$ cat src/rtl/pls_pkg.sv
// pls_pkg: widths, register map, term codes and shared types of the
// periodic Laplacian stencil generator. No dependencies.
package pls_pkg;

  // Field widths
  localparam int COORD_W = 10;
  localparam int SIZE_W  = 11;
  localparam int IDX_W   = 30;
  localparam int COEF_W  = 34;
  localparam int WGT_W   = 32;

  // Intermediate widths of the index arithmetic
  localparam int PROD_W = SIZE_W + COORD_W;  // size_y * z
  localparam int SUM_W  = PROD_W + 1;        // y + size_y * z
  localparam int MUL_W  = SIZE_W + SUM_W;    // size_x * (y + size_y * z)

  // Largest grid dimension; larger sizes saturate to it
  localparam int MAX_DIM = 1024;
  localparam logic [SIZE_W-1:0] MAX_DIM_SZ = SIZE_W'(MAX_DIM);

  // Configuration port
  localparam int DATA_W = 32;
  localparam int ADDR_W = 5;

  typedef enum logic [2:0] {
    REG_SIZE_X = 3'd0,
    REG_SIZE_Y = 3'd1,
    REG_SIZE_Z = 3'd2,
    REG_INV_DX = 3'd3,
    REG_INV_DY = 3'd4,
    REG_INV_DZ = 3'd5
  } reg_idx_t;

  // Position of the current term within one axis
  typedef enum logic [2:0] {
    POS_LO  = 3'b001,
    POS_MID = 3'b010,
    POS_HI  = 3'b100
  } term_pos_t;

  localparam logic [1:0] AXIS_X = 2'd0;
  localparam logic [1:0] AXIS_Y = 2'd1;
  localparam logic [1:0] AXIS_Z = 2'd2;

  // Index pipeline result: products sx*(...) for centre, y-, y+, z-, z+
  typedef struct packed {
    logic                     err;
    logic [COORD_W-1:0]       x;
    logic [COORD_W-1:0]       xl;
    logic [COORD_W-1:0]       xr;
    logic [4:0][IDX_W-1:0]    m;
  } pls_prod_t;

  function automatic logic [SIZE_W-1:0] clamp_size(input logic [SIZE_W-1:0] s);
    return (s > MAX_DIM_SZ) ? MAX_DIM_SZ : s;
  endfunction

endpackage

$ cat src/rtl/pls_if.sv
// pls_in_if / pls_out_if: valid/ready channels of the stencil generator.
// Depends on pls_pkg for field widths.
interface pls_in_if;
  logic                          valid;
  logic                          ready;
  logic [pls_pkg::COORD_W-1:0]   coord_x;
  logic [pls_pkg::COORD_W-1:0]   coord_y;
  logic [pls_pkg::COORD_W-1:0]   coord_z;

  modport source (output valid, coord_x, coord_y, coord_z, input ready);
  modport sink   (input valid, coord_x, coord_y, coord_z, output ready);
endinterface

interface pls_out_if;
  logic                              valid;
  logic                              ready;
  logic [pls_pkg::IDX_W-1:0]         row_index;
  logic [pls_pkg::IDX_W-1:0]         col_index;
  logic signed [pls_pkg::COEF_W-1:0] coefficient;
  logic                              coord_error;
  logic                              last_term;

  modport source (output valid, row_index, col_index, coefficient, coord_error,
                  last_term, input ready);
  modport sink   (input valid, row_index, col_index, coefficient, coord_error,
                  last_term, output ready);
endinterface

$ cat src/rtl/periodic_laplacian_stencil_gen.sv
// periodic_laplacian_stencil_gen: nine-triplet Laplacian rows of a periodic grid.
// An accepted point goes through the four index stages, the serializer and the output
// register. Triplets leave one per cycle while out_ch.ready is high; a point gives
//   nine (one for an out-of-range point), and the single result port sets the rate.
// Index math is a 4-stage pipeline that takes a request every cycle when free.
// Reset (rst_n, synchronous): sizes 1, inverse spacings 0, all pipeline valids cleared.
module periodic_laplacian_stencil_gen (
  input  logic                         clk,
  input  logic                         rst_n,
  pls_in_if.sink                       in_ch,
  pls_out_if.source                    out_ch,
  input  logic                         psel,
  input  logic                         penable,
  input  logic                         pwrite,
  input  logic [pls_pkg::ADDR_W-1:0]   paddr,
  input  logic [pls_pkg::DATA_W-1:0]   pwdata,
  output logic [pls_pkg::DATA_W-1:0]   prdata,
  output logic                         pready
);

  // configuration registers
  logic [pls_pkg::SIZE_W-1:0] size_x_r, size_y_r, size_z_r;
  logic [pls_pkg::WGT_W-1:0]  inv_dx_r, inv_dy_r, inv_dz_r;
  logic                       cfg_wr;
  pls_pkg::reg_idx_t          cfg_idx;

  assign pready  = 1'b1;
  assign cfg_wr  = psel && penable && pwrite && pready;
  assign cfg_idx = pls_pkg::reg_idx_t'(paddr[4:2]);

  always_ff @(posedge clk) begin
    if (!rst_n) begin
      size_x_r <= pls_pkg::SIZE_W'(1);
      size_y_r <= pls_pkg::SIZE_W'(1);
      size_z_r <= pls_pkg::SIZE_W'(1);
      inv_dx_r <= '0;
      inv_dy_r <= '0;
      inv_dz_r <= '0;
    end else if (cfg_wr) begin
      case (cfg_idx)
        pls_pkg::REG_SIZE_X: size_x_r <= pwdata[pls_pkg::SIZE_W-1:0];
        pls_pkg::REG_SIZE_Y: size_y_r <= pwdata[pls_pkg::SIZE_W-1:0];
        pls_pkg::REG_SIZE_Z: size_z_r <= pwdata[pls_pkg::SIZE_W-1:0];
        pls_pkg::REG_INV_DX: inv_dx_r <= pwdata;
        pls_pkg::REG_INV_DY: inv_dy_r <= pwdata;
        pls_pkg::REG_INV_DZ: inv_dz_r <= pwdata;
        default: ;
      endcase
    end
  end

  // register readback
  always_comb begin
    case (cfg_idx)
      pls_pkg::REG_SIZE_X: prdata = pls_pkg::DATA_W'(size_x_r);
      pls_pkg::REG_SIZE_Y: prdata = pls_pkg::DATA_W'(size_y_r);
      pls_pkg::REG_SIZE_Z: prdata = pls_pkg::DATA_W'(size_z_r);
      pls_pkg::REG_INV_DX: prdata = inv_dx_r;
      pls_pkg::REG_INV_DY: prdata = inv_dy_r;
      pls_pkg::REG_INV_DZ: prdata = inv_dz_r;
      default:             prdata = '0;
    endcase
  end

  // index pipeline
  logic               pipe_valid;
  logic               ser_free;
  pls_pkg::pls_prod_t pipe_data;

  pls_index_pipe u_pipe (
    .clk       (clk),
    .rst_n     (rst_n),
    .in_valid  (in_ch.valid),
    .in_ready  (in_ch.ready),
    .coord_x   (in_ch.coord_x),
    .coord_y   (in_ch.coord_y),
    .coord_z   (in_ch.coord_z),
    .size_x    (size_x_r),
    .size_y    (size_y_r),
    .size_z    (size_z_r),
    .out_valid (pipe_valid),
    .out_ready (ser_free),
    .out_data  (pipe_data)
  );

  // term serializer: holds one point's indices, walks nine terms (one for an error point)
  logic                            ser_valid_r;
  logic                            ser_err_r;
  logic [pls_pkg::IDX_W-1:0]       ser_row_r;
  logic [2:0][pls_pkg::IDX_W-1:0]  ser_lo_r, ser_hi_r;
  pls_pkg::term_pos_t              pos_r;
  logic [1:0]                      axis_r;

  logic                            out_valid_r;
  logic                            out_load;
  logic                            is_last;
  logic [pls_pkg::WGT_W-1:0]       wgt;
  logic [pls_pkg::IDX_W-1:0]       col_nxt;
  logic [pls_pkg::COEF_W-1:0]      coef_nxt;
  logic [pls_pkg::IDX_W-1:0]       out_row_r, out_col_r;
  logic [pls_pkg::COEF_W-1:0]      out_coef_r;
  logic                            out_err_r, out_last_r;

  assign out_load = !out_valid_r || out_ch.ready;
  assign is_last  = ser_err_r || ((axis_r == pls_pkg::AXIS_Z) && (pos_r == pls_pkg::POS_HI));
  assign ser_free = !ser_valid_r || (out_load && is_last);

  // current term's column and weight
  always_comb begin
    case (axis_r)
      pls_pkg::AXIS_X: wgt = inv_dx_r;
      pls_pkg::AXIS_Y: wgt = inv_dy_r;
      default:         wgt = inv_dz_r;
    endcase
    case (pos_r)
      pls_pkg::POS_LO: begin
        col_nxt  = ser_lo_r[axis_r];
        coef_nxt = {2'b00, wgt};
      end
      pls_pkg::POS_MID: begin
        col_nxt  = ser_row_r;
        coef_nxt = pls_pkg::COEF_W'(0) - {1'b0, wgt, 1'b0};
      end
      default: begin
        col_nxt  = ser_hi_r[axis_r];
        coef_nxt = {2'b00, wgt};
      end
    endcase
  end

  // serializer control; a new point replaces the one whose last term leaves
  always_ff @(posedge clk) begin
    if (!rst_n) begin
      ser_valid_r <= 1'b0;
      pos_r       <= pls_pkg::POS_LO;
      axis_r      <= pls_pkg::AXIS_X;
    end else if (pipe_valid && ser_free) begin
      ser_valid_r <= 1'b1;
      pos_r       <= pls_pkg::POS_LO;
      axis_r      <= pls_pkg::AXIS_X;
    end else if (ser_valid_r && out_load) begin
      if (is_last) begin
        ser_valid_r <= 1'b0;
      end else begin
        case (pos_r)
          pls_pkg::POS_LO:  pos_r <= pls_pkg::POS_MID;
          pls_pkg::POS_MID: pos_r <= pls_pkg::POS_HI;
          default: begin
            pos_r  <= pls_pkg::POS_LO;
            axis_r <= axis_r + 2'd1;
          end
        endcase
      end
    end
  end

  // serializer payload: add x terms to the products
  always_ff @(posedge clk) begin
    if (pipe_valid && ser_free) begin
      ser_err_r   <= pipe_data.err;
      ser_row_r   <= pls_pkg::IDX_W'(pipe_data.x)  + pipe_data.m[0];
      ser_lo_r[0] <= pls_pkg::IDX_W'(pipe_data.xl) + pipe_data.m[0];
      ser_hi_r[0] <= pls_pkg::IDX_W'(pipe_data.xr) + pipe_data.m[0];
      ser_lo_r[1] <= pls_pkg::IDX_W'(pipe_data.x)  + pipe_data.m[1];
      ser_hi_r[1] <= pls_pkg::IDX_W'(pipe_data.x)  + pipe_data.m[2];
      ser_lo_r[2] <= pls_pkg::IDX_W'(pipe_data.x)  + pipe_data.m[3];
      ser_hi_r[2] <= pls_pkg::IDX_W'(pipe_data.x)  + pipe_data.m[4];
    end
  end

  // output register
  always_ff @(posedge clk) begin
    if (!rst_n) begin
      out_valid_r <= 1'b0;
    end else if (out_load) begin
      out_valid_r <= ser_valid_r;
    end
  end

  always_ff @(posedge clk) begin
    if (out_load && ser_valid_r) begin
      out_err_r  <= ser_err_r;
      out_last_r <= is_last;
      if (ser_err_r) begin
        out_row_r  <= '0;
        out_col_r  <= '0;
        out_coef_r <= '0;
      end else begin
        out_row_r  <= ser_row_r;
        out_col_r  <= col_nxt;
        out_coef_r <= coef_nxt;
      end
    end
  end

  assign out_ch.valid       = out_valid_r;
  assign out_ch.row_index   = out_row_r;
  assign out_ch.col_index   = out_col_r;
  assign out_ch.coefficient = out_coef_r;
  assign out_ch.coord_error = out_err_r;
  assign out_ch.last_term   = out_last_r;

  // an error result is a single, final, all-zero triplet
  a_err_single: assert property (@(posedge clk) disable iff (!rst_n)
    out_ch.valid && out_ch.coord_error |->
      out_ch.last_term && (out_ch.row_index == '0) && (out_ch.coefficient == '0))
    else $error("error result not a lone zero triplet");

  // the z-right term of a good point closes the point
  a_last_on_z_hi: assert property (@(posedge clk) disable iff (!rst_n)
    ser_valid_r && !ser_err_r && out_load && (axis_r == pls_pkg::AXIS_Z) &&
      (pos_r == pls_pkg::POS_HI) |=> out_ch.valid && out_ch.last_term)
    else $error("z-right term not marked last");

  // a point's terms are not broken by another point's error result
  a_no_err_midpoint: assert property (@(posedge clk) disable iff (!rst_n)
    out_ch.valid && out_ch.ready && !out_ch.last_term |=>
      !out_ch.valid || !out_ch.coord_error)
    else $error("error result inside a point's terms");

endmodule

$ cat src/rtl/pls_index_pipe.sv
// pls_index_pipe: four-stage pipeline from point coordinates to the five
// size_x*(y + size_y*z) products that the seven indices use. Depends on pls_pkg.
module pls_index_pipe (
  input  logic                         clk,
  input  logic                         rst_n,
  input  logic                         in_valid,
  output logic                         in_ready,
  input  logic [pls_pkg::COORD_W-1:0]  coord_x,
  input  logic [pls_pkg::COORD_W-1:0]  coord_y,
  input  logic [pls_pkg::COORD_W-1:0]  coord_z,
  input  logic [pls_pkg::SIZE_W-1:0]   size_x,
  input  logic [pls_pkg::SIZE_W-1:0]   size_y,
  input  logic [pls_pkg::SIZE_W-1:0]   size_z,
  output logic                         out_valid,
  input  logic                         out_ready,
  output pls_pkg::pls_prod_t           out_data
);

  // wrap-around neighbours
  function automatic logic [pls_pkg::COORD_W-1:0] wrap_dn(
    input logic [pls_pkg::COORD_W-1:0] c,
    input logic [pls_pkg::SIZE_W-1:0]  s
  );
    logic [pls_pkg::SIZE_W-1:0] sm1;
    sm1 = s - pls_pkg::SIZE_W'(1);
    return (c == '0) ? sm1[pls_pkg::COORD_W-1:0] : c - pls_pkg::COORD_W'(1);
  endfunction

  function automatic logic [pls_pkg::COORD_W-1:0] wrap_up(
    input logic [pls_pkg::COORD_W-1:0] c,
    input logic [pls_pkg::SIZE_W-1:0]  s
  );
    logic [pls_pkg::SIZE_W-1:0] sm1;
    sm1 = s - pls_pkg::SIZE_W'(1);
    return ({1'b0, c} == sm1) ? '0 : c + pls_pkg::COORD_W'(1);
  endfunction

  // stage valids and ready chain
  logic v1_r, v2_r, v3_r, v4_r;
  logic rdy1, rdy2, rdy3, rdy4;

  assign rdy4     = !v4_r || out_ready;
  assign rdy3     = !v3_r || rdy4;
  assign rdy2     = !v2_r || rdy3;
  assign rdy1     = !v1_r || rdy2;
  assign in_ready = rdy1;

  always_ff @(posedge clk) begin
    if (!rst_n) begin
      v1_r <= 1'b0;
      v2_r <= 1'b0;
      v3_r <= 1'b0;
      v4_r <= 1'b0;
    end else begin
      if (rdy1) v1_r <= in_valid;
      if (rdy2) v2_r <= v1_r;
      if (rdy3) v3_r <= v2_r;
      if (rdy4) v4_r <= v3_r;
    end
  end

  // stage 1: range check and neighbour coordinates
  logic [pls_pkg::SIZE_W-1:0]  sx_c, sy_c, sz_c;
  logic                        s1_err_nxt;
  logic                        s1_err_r;
  logic [pls_pkg::COORD_W-1:0] s1_x_r, s1_xl_r, s1_xr_r;
  logic [pls_pkg::COORD_W-1:0] s1_y_r, s1_yl_r, s1_yr_r;
  logic [pls_pkg::COORD_W-1:0] s1_z_r, s1_zl_r, s1_zr_r;
  logic [pls_pkg::SIZE_W-1:0]  s1_sx_r, s1_sy_r;

  always_comb begin
    sx_c = pls_pkg::clamp_size(size_x);
    sy_c = pls_pkg::clamp_size(size_y);
    sz_c = pls_pkg::clamp_size(size_z);
    s1_err_nxt = ({1'b0, coord_x} >= sx_c) || ({1'b0, coord_y} >= sy_c) ||
                 ({1'b0, coord_z} >= sz_c);
  end

  always_ff @(posedge clk) begin
    if (rdy1 && in_valid) begin
      s1_err_r <= s1_err_nxt;
      s1_x_r   <= coord_x;
      s1_xl_r  <= wrap_dn(coord_x, sx_c);
      s1_xr_r  <= wrap_up(coord_x, sx_c);
      s1_y_r   <= coord_y;
      s1_yl_r  <= wrap_dn(coord_y, sy_c);
      s1_yr_r  <= wrap_up(coord_y, sy_c);
      s1_z_r   <= coord_z;
      s1_zl_r  <= wrap_dn(coord_z, sz_c);
      s1_zr_r  <= wrap_up(coord_z, sz_c);
      s1_sx_r  <= sx_c;
      s1_sy_r  <= sy_c;
    end
  end

  // stage 2: size_y * z for z, z-1, z+1
  logic                        s2_err_r;
  logic [pls_pkg::COORD_W-1:0] s2_x_r, s2_xl_r, s2_xr_r;
  logic [pls_pkg::COORD_W-1:0] s2_y_r, s2_yl_r, s2_yr_r;
  logic [pls_pkg::SIZE_W-1:0]  s2_sx_r;
  logic [pls_pkg::PROD_W-1:0]  s2_pz_r, s2_pzl_r, s2_pzr_r;

  always_ff @(posedge clk) begin
    if (rdy2 && v1_r) begin
      s2_err_r <= s1_err_r;
      s2_x_r   <= s1_x_r;
      s2_xl_r  <= s1_xl_r;
      s2_xr_r  <= s1_xr_r;
      s2_y_r   <= s1_y_r;
      s2_yl_r  <= s1_yl_r;
      s2_yr_r  <= s1_yr_r;
      s2_sx_r  <= s1_sx_r;
      s2_pz_r  <= pls_pkg::PROD_W'(s1_sy_r) * pls_pkg::PROD_W'(s1_z_r);
      s2_pzl_r <= pls_pkg::PROD_W'(s1_sy_r) * pls_pkg::PROD_W'(s1_zl_r);
      s2_pzr_r <= pls_pkg::PROD_W'(s1_sy_r) * pls_pkg::PROD_W'(s1_zr_r);
    end
  end

  // stage 3: add the y term (centre, y-, y+, z-, z+)
  logic                            s3_err_r;
  logic [pls_pkg::COORD_W-1:0]     s3_x_r, s3_xl_r, s3_xr_r;
  logic [pls_pkg::SIZE_W-1:0]      s3_sx_r;
  logic [4:0][pls_pkg::SUM_W-1:0]  s3_a_r;

  always_ff @(posedge clk) begin
    if (rdy3 && v2_r) begin
      s3_err_r  <= s2_err_r;
      s3_x_r    <= s2_x_r;
      s3_xl_r   <= s2_xl_r;
      s3_xr_r   <= s2_xr_r;
      s3_sx_r   <= s2_sx_r;
      s3_a_r[0] <= pls_pkg::SUM_W'(s2_y_r)  + pls_pkg::SUM_W'(s2_pz_r);
      s3_a_r[1] <= pls_pkg::SUM_W'(s2_yl_r) + pls_pkg::SUM_W'(s2_pz_r);
      s3_a_r[2] <= pls_pkg::SUM_W'(s2_yr_r) + pls_pkg::SUM_W'(s2_pz_r);
      s3_a_r[3] <= pls_pkg::SUM_W'(s2_y_r)  + pls_pkg::SUM_W'(s2_pzl_r);
      s3_a_r[4] <= pls_pkg::SUM_W'(s2_y_r)  + pls_pkg::SUM_W'(s2_pzr_r);
    end
  end

  // stage 4: multiply by size_x, keep the low index bits
  logic [4:0][pls_pkg::MUL_W-1:0] s4_p;
  pls_pkg::pls_prod_t             s4_nxt, s4_r;

  always_comb begin
    for (int k = 0; k < 5; k++) begin
      s4_p[k] = pls_pkg::MUL_W'(s3_sx_r) * pls_pkg::MUL_W'(s3_a_r[k]);
    end
    s4_nxt.err = s3_err_r;
    s4_nxt.x   = s3_x_r;
    s4_nxt.xl  = s3_xl_r;
    s4_nxt.xr  = s3_xr_r;
    for (int k = 0; k < 5; k++) begin
      s4_nxt.m[k] = s4_p[k][pls_pkg::IDX_W-1:0];
    end
  end

  always_ff @(posedge clk) begin
    if (rdy4 && v3_r) begin
      s4_r <= s4_nxt;
    end
  end

  assign out_valid = v4_r;
  assign out_data  = s4_r;

endmodule

$ cat src/flat_wrapper.sv
// flat-port wrapper written by rule: the top's interface ports become plain ports
module periodic_laplacian_stencil_gen_flat 
  (clk, rst_n, psel, penable, pwrite, paddr, pwdata, prdata, pready, in_ch_valid, in_ch_coord_x, in_ch_coord_y, in_ch_coord_z, in_ch_ready, out_ch_valid, out_ch_row_index, out_ch_col_index, out_ch_coefficient, out_ch_coord_error, out_ch_last_term, out_ch_ready);
  pls_in_if in_ch_i ();
  pls_out_if out_ch_i ();
  input  logic clk;
  input  logic rst_n;
  input  logic psel;
  input  logic penable;
  input  logic pwrite;
  input  logic [pls_pkg::ADDR_W-1:0] paddr;
  input  logic [pls_pkg::DATA_W-1:0] pwdata;
  output logic [pls_pkg::DATA_W-1:0] prdata;
  output logic pready;
  input wire logic [$bits(in_ch_i.valid)-1:0] in_ch_valid;
  input wire logic [$bits(in_ch_i.coord_x)-1:0] in_ch_coord_x;
  input wire logic [$bits(in_ch_i.coord_y)-1:0] in_ch_coord_y;
  input wire logic [$bits(in_ch_i.coord_z)-1:0] in_ch_coord_z;
  output wire logic [$bits(in_ch_i.ready)-1:0] in_ch_ready;
  output wire logic [$bits(out_ch_i.valid)-1:0] out_ch_valid;
  output wire logic [$bits(out_ch_i.row_index)-1:0] out_ch_row_index;
  output wire logic [$bits(out_ch_i.col_index)-1:0] out_ch_col_index;
  output wire logic [$bits(out_ch_i.coefficient)-1:0] out_ch_coefficient;
  output wire logic [$bits(out_ch_i.coord_error)-1:0] out_ch_coord_error;
  output wire logic [$bits(out_ch_i.last_term)-1:0] out_ch_last_term;
  input wire logic [$bits(out_ch_i.ready)-1:0] out_ch_ready;
  assign in_ch_i.valid = in_ch_valid;
  assign in_ch_i.coord_x = in_ch_coord_x;
  assign in_ch_i.coord_y = in_ch_coord_y;
  assign in_ch_i.coord_z = in_ch_coord_z;
  assign in_ch_ready = in_ch_i.ready;
  assign out_ch_valid = out_ch_i.valid;
  assign out_ch_row_index = out_ch_i.row_index;
  assign out_ch_col_index = out_ch_i.col_index;
  assign out_ch_coefficient = out_ch_i.coefficient;
  assign out_ch_coord_error = out_ch_i.coord_error;
  assign out_ch_last_term = out_ch_i.last_term;
  assign out_ch_i.ready = out_ch_ready;
  periodic_laplacian_stencil_gen u_core (.clk(clk), .rst_n(rst_n), .in_ch(in_ch_i), .out_ch(out_ch_i), .psel(psel), .penable(penable), .pwrite(pwrite), .paddr(paddr), .pwdata(pwdata), .prdata(prdata), .pready(pready));
endmodule
$ cat config.mk
export PLATFORM = sky130hd
export DESIGN_NAME = periodic_laplacian_stencil_gen_flat
export DESIGN_NICKNAME = d
export VERILOG_FILES = /design/src/rtl/pls_pkg.sv /design/src/rtl/pls_if.sv /design/src/rtl/periodic_laplacian_stencil_gen.sv /design/src/rtl/pls_index_pipe.sv /design/src/flat_wrapper.sv
export SDC_FILE = /design/constraint.sdc
export NUM_CORES = 2
export LEC_CHECK = 0
export BUFFER_PORTS_ARGS = -buffer_cell sky130_fd_sc_hd__clkbuf_2
export CAP_MARGIN = 20
export CORE_ASPECT_RATIO = 1.5
export CORE_MARGIN = 3
export CORE_UTILIZATION = 60
export CTS_BUF_LIST = sky130_fd_sc_hd__clkbuf_4 sky130_fd_sc_hd__clkbuf_8 sky130_fd_sc_hd__clkbuf_16
export DETAILED_ROUTE_END_ITERATION = 10
export HOLD_SLACK_MARGIN = 0.1
export PLACE_DENSITY = 0.77
export RECOVER_POWER = 50
export SETUP_SLACK_MARGIN = 0.02
export SLEW_MARGIN = 20
export SYNTH_ARGS = -nofsm -noshare
export SYNTH_HDL_FRONTEND = slang
export SYNTH_SLANG_ARGS = --single-unit
export TNS_END_PERCENT = 20
$ cat constraint.sdc
create_clock -name clk -period 13.5 [get_ports clk]
set_input_delay 1.35 -clock clk [delete_from_list [all_inputs] [get_ports clk]]
set_output_delay 1.35 -clock clk [all_outputs]
set_load 0.02 [all_outputs]
==> results.md <==
* Run status: finished, violations left
* Failing checks: capacitance limit, slew limit
* Core footprint at 156000 um2
* EDFF count, synth at 888
* Die ar. at 162000 um2
* Post-synth top flop: edfxtp_1
* Worst-Skew Late Latency at 0.77 ns
* CP endpoint kind: register
* Top sig layer: met5
* Comb power frac at 58.4%
* Data required, critical path at 13.96 ns
* Clock power frac at 16.0%
* WL final at 234000 um
* Initial antenna violation count at 14
* Worst-path clk slew at 0.07 ns
* Ys async rst share at 0%
* Top-area cell type share of the netlist area at 28.3%
* Min-Delay Path Depth at 0
* Tcrit/Tclk final at 67.1%
* Unique masters post-synth at 87
* Met3 Wirelength at 15400 um
* Total GRT Usage at 29.3%
* I/O Buffers at 201
* Final Critical Period at 9.06 ns
* Max VDD drop at 252 uV
* Avg Cell Area, Syn at 10.0 um2
* #FFs+latches synth at 1028
* Reg-to-reg endpoint: u_core.u_pipe.out_data[59]
* RSZ-0062 raised after global routing: no
* CP max FO at 63
* Chip width at 330 um
* Hold path endpoint: u_core.u_pipe.s2_xl_r[7]
* Max Slew Vio Count at 878
* Deepest clock path buffer count at 3
* Synth Instances at 9406
* Layout cells sized above 1 at 3.86%
* Area of the multi-input gates at 57700 um2
* Crit path max-delay family: buffers and inverters
* Hold Violations, Final at 0
* Non-filler instance count after layout at 11400
* YS warnings at 0
* Via density at 5.75
* Post-CTS sizing at 0
* Clk sinks at 1028
* DR pass1 iterations at 6
* Synthesized cell area at 94300 um2
* Register area at 29500 um2
* Largest net degree at the start of global routing at 131
* Reg2Reg Depth at 18
* First DRT Iteration DRCs at 4687
* WL/cell at 20.4 um
* Synth-to-Final Area Change at 6.02%
* Post-CTS setup buffers at 0
* DP HPWL at 177000 um
* CP Launch Type: register
* Post-synth top cells: inv_1, nand2_1, fa_1
* CTS tree: done
* First-pass GRT wire length at 370000 um
* Clock skew at 0.0564 ns
* Die height at 492 um
* DRC viols at 0
* Start of the worst register-to-register path: u_core.u_pipe.s3_sx_r[0]
* CP max stage cell: clkbuf_1
* Worst Hold Class: reg -> reg
* Post-Syn Nets at 11200
* Fmax at 0.110 GHz
* PD cells at 187 nW/um2
* # setup viols final at 0
* Critical path class: reg -> reg
* Top cells by area, synth: edfxtp_1, fa_1, ha_1, inv_1, nand2_1
* Part of the power in registers at 25.6%
* Clock Tree Root: clkbuf_16
* Crit path largest cell delay at 2.07 ns
* Cell Int Power at 10.8 mW
* Slew @ Worst Pin at 3.77 ns
* Net Sw Frac at 42.5%
* Max cap viols at 20
* Total CTS buffers at 100
* P_sw at 7.96 mW
* R2R Setup Slk at 4.44 ns
* Vias at 65800
* Initial Utilization at 60.6%
* Met2 wire length at 118000 um
* # IOs at 205
* Fin nets at 11100
* Vias in the first global route at 69500
* Most numerous cell in the Yosys netlist: inv_1
* CP arrival at 9.52 ns
* Routed Antenna Nets at 0
* Hold Crit Start: u_core.u_pipe.s1_xl_r[7]
* Yosys top cell by area: edfxtp_1
* Leak at 43.6 nW
* Crit path buf inv count at 3
* Cts hold-fix bufs at 0
* Met1 WL at 83900 um
* Rows at 177
* GRT overflow at 0
* Fill cells at 12100
* Setup_tns at 0 ns
* H-tree depth at 3
* Register area share after synthesis at 31.3%
* DP Cell Count at 11200
* Crit path cell chain: clkbuf_1 > clkbuf_1 > nand2_1 > fa_1 > fa_1 > inv_1 > fa_1 > ha_1 > a21o_1 > nor3_1 > a21oi_1 > o21ai_0 > a21oi_1 > o41ai_1 > o211a_1 > nand3_1 > a31oi_1 > xnor2_1
* Most frequent CP cell: fa_1
* Gpl congestion at 0.977
* Relative slew slack at -151%
[stage by stage]
stage,setup WS [ns],area (um2),power [mW],hold slack (ns),util [%]
after global routing,3.64,99900,20.4,0.418,64.2
after CTS,5.93,100000,18.7,0.405,64.3
after global placement,6.18,96600,15.2,0.402,62.0
after detailed placement,5.97,96600,15.6,0.405,62.1
after floorplan,1.63,94300,13.1,0.400,-
final,4.44,100000,18.7,0.411,64.2
[state kept, by name, summed over array words and instances (netlist names), 30 cells and up]
| register | flops |
|---|---|
| u_core.out_ch.coefficient | 34 |
| u_core.u_pipe.out_data | 181 |
| u_core.inv_dx_r | 32 |
| u_core.ser_hi_r | 90 |
| u_core.out_ch.col_index | 30 |
| u_core.inv_dz_r | 32 |
| u_core.ser_lo_r | 90 |
| u_core.inv_dy_r | 32 |
| u_core.out_ch.row_index | 30 |
| u_core.ser_row_r | 30 |
| u_core.u_pipe.s3_a_r | 110 |
[cells in the final DEF, fill, tap and decap left out, types with 141 or more instances in the layout]
| cell type | instances |
|---|---|
| inv_1 | 1412 |
| o21ai_0 | 188 |
| and2_1 | 709 |
| a21boi_0 | 141 |
| nor2_1 | 404 |
| clkbuf_1 | 145 |
| xnor2_1 | 388 |
| a21oi_1 | 252 |
| nand2_1 | 1335 |
| xor2_1 | 178 |
| ha_1 | 616 |
| fa_1 | 1107 |
| edfxtp_1 | 888 |
[kinds of logic (layout without fill, tap and decap cells)]
group / after synthesis / in the layout / share of synthesized area, %
simple gates: 2997 / 2997 / 15.2
buf+inv: 1896 / 1864 / 7.58
fa+ha+maj: 1723 / 1723 / 31.7
compound gates: 1060 / 1060 / 7.51
flops: 1028 / 1028 / 31.3
xor+xnor: 566 / 566 / 5.26
mux: 135 / 135 / 1.47
other cells: 1 / 11 / 0.00398
[power by group through the flow]
stage | registers, mW | clock network [mW] | logic (mW)
2_1_floorplan | 4.58 | 0 | 8.55
5_1_grt | 4.81 | 3.16 | 12.4
6_report | 4.80 | 2.99 | 10.9
4_1_cts | 4.78 | 3.04 | 10.9
3_5_place_dp | 4.84 | 0 | 10.8
3_3_place_gp | 4.83 | 0 | 10.4
[worst max path at each step]
stage | start | endpoint | slack [ns] | depth (start not counted)
finish | u_core.u_pipe.s3_sx_r[0] | u_core.u_pipe.out_data[59] | 4.44 | 18
global route | u_core.u_pipe.s3_sx_r[0] | u_core.u_pipe.out_data[59] | 3.64 | 18
CTS | u_core.u_pipe.s3_sx_r[2] | u_core.u_pipe.out_data[59] | 5.93 | 22
global placement | u_core.u_pipe.s3_sx_r[2] | u_core.u_pipe.out_data[57] | 6.18 | 22
detailed placement | u_core.u_pipe.s3_sx_r[2] | u_core.u_pipe.out_data[59] | 5.97 | 22
floorplan | out_ch_ready | u_core.pos_r[0] | 1.63 | 5
[cell type report]
| type | instances | share of cell area (%) |
|---|---|---|
| Multi-Input combinational cell | 6482 | 57.8 |
| Clock inverter | 68 | 0.806 |
| Timing Repair Buffer | 263 | 1.32 |
| Antenna cell | 10 | 0.0250 |
| Inverter | 1412 | 5.30 |
| Tap cell | 2058 | 2.58 |
| Sequential cell | 1028 | 29.5 |
| Clock buffer | 121 | 2.73 |
[per-layer routing]
metal	vias to the layer above	track usage (%)
li1	29900	-
met1	32500	33.6
met2	2586	51.4
met3	770	4.19
met4	4	18.4
met5	-	0
(Power assumes the default switching activity.)
